File: src/hw/rtl/gf2alu_pkg.sv
// ---------------------------------------------------------------------------
// GF(2) polynomial ALU package
// Shared constants, the operation code type and the divisor lead-term helper.
// ---------------------------------------------------------------------------
package gf2alu_pkg;

   localparam int OP_W       = 2;
   localparam int OPERAND_W  = 32;
   localparam int RESULT_W   = 63;
   localparam int REQ_DATA_W = 72;
   localparam int RSP_DATA_W = 64;

   typedef enum logic [OP_W-1:0] {
      OP_ADD = 2'd0,
      OP_MUL = 2'd1,
      OP_QUO = 2'd2,
      OP_REM = 2'd3
   } op_type;

   // One-hot mask of the highest set bit, found with a five-level OR smear.
   function automatic logic [OPERAND_W-1:0] top_onehot(input logic [OPERAND_W-1:0] v);
      logic [OPERAND_W-1:0] smear;
      smear = v >> 1;
      smear = smear | (smear >> 1);
      smear = smear | (smear >> 2);
      smear = smear | (smear >> 4);
      smear = smear | (smear >> 8);
      smear = smear | (smear >> 16);
      return v & ~smear;
   endfunction

endpackage

File: src/hw/rtl/gf2alu_step.sv
// ---------------------------------------------------------------------------
// GF(2) polynomial ALU shift-and-XOR step
// One bit of carry-less multiplication or of long division per call.
// ---------------------------------------------------------------------------
module gf2alu_step #(
   parameter int WIDTH = 32
) (
   input  gf2alu_pkg::op_type     op,
   input  logic [2*WIDTH-2:0]     acc,
   input  logic [WIDTH-1:0]       areg,
   input  logic [WIDTH-1:0]       divisor,
   input  logic [WIDTH-1:0]       tmask,
   output logic [2*WIDTH-2:0]     acc_next,
   output logic [WIDTH-1:0]       areg_next
);
   import gf2alu_pkg::*;

   logic               is_div;
   logic [2*WIDTH-2:0] shifted;
   logic [2*WIDTH-2:0] addend;
   logic               sel;

   // Multiply takes operand A's bits from the top and adds B on a one.
   // Divide shifts the dividend into the remainder and subtracts the
   // divisor whenever the remainder reaches the divisor's degree; the
   // quotient bits fill operand A's register from below.
   always_comb begin
      is_div  = (op == OP_QUO) || (op == OP_REM);
      shifted = {acc[2*WIDTH-3:0], is_div & areg[WIDTH-1]};
      sel     = is_div ? |(shifted[WIDTH-1:0] & tmask) : areg[WIDTH-1];
      addend  = '0;
      if (sel) begin
         addend[WIDTH-1:0] = divisor;
      end
      acc_next  = shifted ^ addend;
      areg_next = {areg[WIDTH-2:0], sel};
   end

endmodule

File: src/hw/rtl/gf2_polynomial_alu_unit.sv
// ---------------------------------------------------------------------------
// GF(2) polynomial ALU
// Add, carry-less multiply, quotient and remainder of two polynomials.
// ---------------------------------------------------------------------------
// Add and zero-divisor items skip the run state and go from accept to the
// finishing state; multiply, quotient and remainder first pass through the
// run state, where the shared shift-and-XOR unit handles one coefficient bit
// per cycle. The finishing state registers the result once the output is
// free. One item at a time; the next is accepted once the result is registered.
// Synchronous active-high reset empties the sequencer and the result register.
module gf2_polynomial_alu_unit #(
   parameter int POLY_WIDTH = 32
) (
   input  logic                                clock,
   input  logic                                reset,
   input  logic                                req_tvalid,
   output logic                                req_tready,
   // op [1:0], operand_a [33:2], operand_b [65:34], zero fill [71:66]
   input  logic [gf2alu_pkg::REQ_DATA_W-1:0]   req_tdata,
   output logic                                rsp_tvalid,
   input  logic                                rsp_tready,
   // result [62:0], div_by_zero [63]
   output logic [gf2alu_pkg::RSP_DATA_W-1:0]   rsp_tdata
);
   import gf2alu_pkg::*;

   localparam int CNT_W = $clog2(POLY_WIDTH);
   localparam int ACC_W = 2 * POLY_WIDTH - 1;

   typedef enum logic [1:0] {
      ST_IDLE,
      ST_RUN,
      ST_DONE
   } state_type;

   state_type              state_ff, state_in;
   logic [CNT_W-1:0]       cnt_ff, cnt_in;
   op_type                 op_ff, op_in;
   logic                   dz_ff, dz_in;
   logic [ACC_W-1:0]       acc_ff, acc_in;
   logic [POLY_WIDTH-1:0]  areg_ff, areg_in;
   logic [POLY_WIDTH-1:0]  b_ff, b_in;
   logic [POLY_WIDTH-1:0]  tmask_ff, tmask_in;
   logic                   rsp_valid_ff, rsp_valid_in;
   logic [RSP_DATA_W-1:0]  rsp_data_ff, rsp_data_in;

   op_type                 req_op;
   logic [POLY_WIDTH-1:0]  req_a;
   logic [POLY_WIDTH-1:0]  req_b;
   logic [OPERAND_W-1:0]   req_b_ext;
   logic [OPERAND_W-1:0]   b_lead;
   logic                   req_is_div;
   logic                   req_dz;
   logic [ACC_W-1:0]       step_acc;
   logic [POLY_WIDTH-1:0]  step_areg;
   logic [RESULT_W-1:0]    result;
   logic                   out_free;

   assign req_op     = op_type'(req_tdata[OP_W-1:0]);
   assign req_a      = req_tdata[OP_W +: POLY_WIDTH];
   assign req_b      = req_tdata[OP_W + OPERAND_W +: POLY_WIDTH];
   assign req_is_div = (req_op == OP_QUO) || (req_op == OP_REM);
   assign req_dz     = req_is_div && (req_b == '0);
   assign out_free   = !rsp_valid_ff || rsp_tready;

   always_comb begin
      req_b_ext                   = '0;
      req_b_ext[POLY_WIDTH-1:0]   = req_b;
      b_lead                      = top_onehot(req_b_ext);
   end

   gf2alu_step #(
      .WIDTH     (POLY_WIDTH)
   ) u_step (
      .op        (op_ff),
      .acc       (acc_ff),
      .areg      (areg_ff),
      .divisor   (b_ff),
      .tmask     (tmask_ff),
      .acc_next  (step_acc),
      .areg_next (step_areg)
   );

   // The quotient ends up in operand A's register; everything else in acc.
   always_comb begin
      result = '0;
      if (op_ff == OP_QUO) begin
         result[POLY_WIDTH-1:0] = areg_ff;
      end else begin
         result[ACC_W-1:0] = acc_ff;
      end
   end

   always_comb begin
      state_in     = state_ff;
      cnt_in       = cnt_ff;
      op_in        = op_ff;
      dz_in        = dz_ff;
      acc_in       = acc_ff;
      areg_in      = areg_ff;
      b_in         = b_ff;
      tmask_in     = tmask_ff;
      rsp_valid_in = rsp_valid_ff && !rsp_tready;
      rsp_data_in  = rsp_data_ff;
      case (state_ff)
         ST_IDLE: begin
            if (req_tvalid) begin
               op_in    = req_op;
               dz_in    = req_dz;
               b_in     = req_b;
               tmask_in = b_lead[POLY_WIDTH-1:0];
               cnt_in   = CNT_W'(POLY_WIDTH - 1);
               acc_in   = '0;
               areg_in  = req_dz ? '0 : req_a;
               if (req_op == OP_ADD) begin
                  acc_in[POLY_WIDTH-1:0] = req_a ^ req_b;
               end
               if ((req_op == OP_ADD) || req_dz) begin
                  state_in = ST_DONE;
               end else begin
                  state_in = ST_RUN;
               end
            end
         end
         ST_RUN: begin
            acc_in  = step_acc;
            areg_in = step_areg;
            if (cnt_ff == '0) begin
               state_in = ST_DONE;
            end else begin
               cnt_in = cnt_ff - 1'b1;
            end
         end
         ST_DONE: begin
            if (out_free) begin
               rsp_valid_in = 1'b1;
               rsp_data_in  = {dz_ff, result};
               state_in     = ST_IDLE;
            end
         end
         default: begin
            state_in = ST_IDLE;
         end
      endcase
   end

   always_ff @(posedge clock) begin
      if (reset) begin
         state_ff     <= ST_IDLE;
         rsp_valid_ff <= 1'b0;
      end else begin
         state_ff     <= state_in;
         rsp_valid_ff <= rsp_valid_in;
      end
      cnt_ff      <= cnt_in;
      op_ff       <= op_in;
      dz_ff       <= dz_in;
      acc_ff      <= acc_in;
      areg_ff     <= areg_in;
      b_ff        <= b_in;
      tmask_ff    <= tmask_in;
      rsp_data_ff <= rsp_data_in;
   end

   assign req_tready = (state_ff == ST_IDLE);
   assign rsp_tvalid = rsp_valid_ff;
   assign rsp_tdata  = rsp_data_ff;

   a_busy_after_accept: assert property (@(posedge clock) disable iff (reset)
      req_tvalid && req_tready |=> !req_tready)
      else $error("sequencer still ready after taking an item");

   a_count_down: assert property (@(posedge clock) disable iff (reset)
      (state_ff == ST_RUN) && (cnt_ff != '0) |=>
         (state_ff == ST_RUN) && (cnt_ff == $past(cnt_ff) - 1'b1))
      else $error("step counter did not advance by one");

   a_dz_zero_result: assert property (@(posedge clock) disable iff (reset)
      rsp_valid_ff && rsp_data_ff[RSP_DATA_W-1] |-> (rsp_data_ff[RESULT_W-1:0] == '0))
      else $error("zero-divisor item carries a nonzero result");

   a_result_on_done: assert property (@(posedge clock) disable iff (reset)
      $rose(rsp_valid_ff) |-> ($past(state_ff) == ST_DONE))
      else $error("result registered outside the finishing state");

endmodule
File: config.mk
export PLATFORM = sky130hd
export DESIGN_NAME = gf2_polynomial_alu_unit
export DESIGN_NICKNAME = d
export VERILOG_FILES = /design/src/hw/rtl/gf2alu_pkg.sv /design/src/hw/rtl/gf2alu_step.sv /design/src/hw/rtl/gf2_polynomial_alu_unit.sv
export SDC_FILE = /design/constraint.sdc
export NUM_CORES = 1
export LEC_CHECK = 0
export ABC_CLOCK_PERIOD_IN_PS = 5250
export BUFFER_PORTS_ARGS = -buffer_cell sky130_fd_sc_hd__buf_2
export CORE_MARGIN = 1.5
export CORE_UTILIZATION = 50
export CTS_BUF_LIST = sky130_fd_sc_hd__clkbuf_8
export CTS_CLUSTER_DIAMETER = 30
export CTS_CLUSTER_SIZE = 25
export DETAILED_ROUTE_END_ITERATION = 8
export GPL_TIMING_DRIVEN = 0
export PLACE_DENSITY = 0.8
export RECOVER_POWER = 50
export SYNTH_ARGS = -nofsm -noshare
export SYNTH_HDL_FRONTEND = slang
export SYNTH_SLANG_ARGS = --single-unit
export TNS_END_PERCENT = 30
File: constraint.sdc
create_clock -name clock -period 5.25 [get_ports clock]
set_clock_uncertainty 0.1 [all_clocks]
set_input_delay 0.525 -clock clock [delete_from_list [all_inputs] [get_ports clock]]
set_output_delay 0.525 -clock clock [all_outputs]
set_load 0.03 [all_outputs]
==> impl_metrics.toml <==
[outcome]
status = "finished, violations left"
violations = "max-capacitance violations, max-slew violations"

[worst_setup_path]
slowest_stage = "clkbuf_1"
worstReg2RegEnd = "b_ff[16]"
cp-end-kind = "flop"
path_class = "flop to flop"
start_kind = "flop"
r2r_start = "state_ff[1]"
regToRegSetupSlack_ns = 1.48
crit_end = "b_ff[16]"
startpoint = "state_ff[1]"
crit_fanout = 38
critPathMaxStageDelay_ns = 1.53
crit_chain = "nor2_1, nand2_1, inv_1, clkbuf_1"
cp.required_ns = 5.28
worst_r2r_path_depth = 4
arrival_ns = 3.79

[floorplanning]
core_area_mm2 = 0.0212
std_cell_rows = 53
die_w_um = 151
start_util_pct = 51.4
fp.dieArea_mm2 = 0.0227
die_h_um = 151
pin_count = 142

[sta]
fin_crit_sh_pct = 71.8
worstMarginPinSlew_ns = 2.03
rsz0062_at_grt = "no"
fin_crit_ns = 3.77
slew_headroom_pct = -35.5
max_freq_mhz = 265
finalMaxSlewViolations = 57
finalHoldViolCount = 0
setup_violations = 0
fin_ws_ns = 1.48

[synthesis]
ys_warn_count = 0
async_flop_share_pct = 0
synthesis.area_mm2 = 0.0109
avgSynthCellArea_um2 = 13.3
synth_flop_cell = "edfxtp_1"
yosys.cell_types.count = 51
yosysSeqAreaShare_pct = 63.9
netlist_instances = 821
syn_nets = 898
synth_edf_count = 230
ys_ff_latch = 233

[placed_design]
place.gp.congestion = 0.872
portBuffers = 135
dp_cells = 1235
dp_slack_ns = 1.97
hpwl_um = 18500

[layout]
stdcell_count = 1325
syn2layout_area_growth_pct = 18.7
drive_gt1_share_pct = 18.5
mostFrequentLayoutCell = "edfxtp_1"
fill_cells = 1723
final_cell_mix = "edfxtp_1 (230), clkbuf_1 (144), nand2_1 (105), clkbuf_8 (53), and2_1 (44)"
layout.nets = 1088

[clock_network]
clk_path_buf_depth = 3
clkLatencyLatePin_ns = 0.56
cts-htree-levels = 2
clkTransAtPathRegs_ns = 0.07
cts_resized = 0
cts_root_buffer = "clkbuf_8"
hold_buffers = 0
cts_inserted_buffers = 49
clock_sinks = 233
cts_tree = "yes"
post_cts_buffers = 0

[drt]
dr.pass1.iters = 5
wl_met1_um = 11000
via_per_inst = 5.92
vias = 7847
post-route-drc-count = 0
drt_iter0_markers = 679
routedWlPerCell_um = 20.7
wl_met3_um = 2290
dr_wl_met2_um = 13400
final_antenna_net_count = 0
wl_um = 27400
highest_layer = "met4"

[global_routing]
grt_pass1_vias = 7816
grt_start_max_net_pins = 70
antenna_found_initial = 0
globalRouteOverflowTotal = 0
grt_usage_pct = 24.7
grt_pass1_wl_um = 42600

[power]
power_uw = 5490
vdd_drop_max_mv = 0.256
powerDensity_mw_per_mm2 = 424
leakagePower_uw = 0.00439

[min_path]
hold_path.class = "input pin to flop"
min_from = "reset"

[job]
cap_violations = 2
[area by class of cell]
class / count / area [um^2] / area share (%)
Clock inverter: 36 / 345 / 2.67
Tap cell: 275 / 344 / 2.66
Multi-Input combinational cell: 529 / 3650 / 28.2
Antenna cell: 1 / 2.50 / 0.0193
Clock buffer: 53 / 729 / 5.64
Buffer: 53 / 279 / 2.16
Sequential cell: 233 / 6970 / 53.8
Timing Repair Buffer: 139 / 606 / 4.68
Inverter: 6 / 22.5 / 0.174
[metal layers]
layer	vias up	track usage, %
met3	55	4.48
li1	3550	-
met2	401	41.5
met1	3841	31.9
met4	0	9.51
met5	-	0
[critical path, delay by kind of cell (launching register included)]
kind | cells | cell delay, ns
flip-flops | 1 | 0.34
AND/OR/NAND/NOR | 2 | 0.39
buffers and inverters | 2 | 2.47
[cells in the mapped netlist, types with 12 or more instances]
library cell,instances,area [um^2]
edfxtp_1,230,6910
nand2_1,106,398
and2_1,65,407
clkbuf_1,42,158
nor3b_1,37,278
o21ai_0,37,185
nor4b_1,35,307
mux2_2,32,360
xor2_1,32,280
a221oi_1,31,272
o211ai_1,31,233
o21ai_2,27,236
a22oi_1,15,113
nor2_1,12,45.0
[where the power goes]
group / internal, uW / switching, uW / leakage [uW]
combinational: 278 / 527 / 0.00158
sequential: 2400 / 184 / 0.00225
clock: 1240 / 856 / 0.000553
[kinds of logic (layout without fill, tap and decap cells)]
group	count (synthesis)	count (layout)	share of synthesized area, %
xor gates and xnor gates	33	33	2.65
AOI/OAI and AO/OA	149	149	10.2
DFF	233	233	63.9
buffers and inverters	59	287	2.76
muxes	32	32	3.30
and+or+nand+nor	314	314	17.1
other	0	1	0
adders and majority gates	1	1	0.115
[state kept, by name, indices dropped and copies added (netlist names)]
register,count
tmask_ff,31
areg_ff,32
dz_ff,1
b_ff,32
state_ff,2
cnt_ff,5
rsp_tdata,64
rsp_tvalid,1
op_ff,2
acc_ff,63
[how the worst min path moves through the flow]
stage                     to  slack (ns)  cells after the start
3_3_place_gp   rsp_tdata[63]        0.31                      0
5_1_grt           rsp_tvalid        0.08                      2
2_1_floorplan  rsp_tdata[63]        0.30                      0
4_1_cts           rsp_tvalid        0.05                      2
3_5_place_dp   rsp_tdata[63]        0.31                      0
6_report          rsp_tvalid        0.09                      2
[stage by stage]
stage | setup TNS (ns) | hold slack (ns) | util (%) | instance area (um^2)
after floorplan | 0 | 0.300 | - | 10900
after global placement | -59.50 | 0.305 | 56.2 | 11900
after detailed placement | 0 | 0.305 | 56.7 | 12000
after CTS | 0 | 0.0534 | 61.8 | 13100
after global routing | 0 | 0.0761 | 61.0 | 12900
final | 0 | 0.0860 | 61.0 | 12900
(Power assumes the default switching activity.)
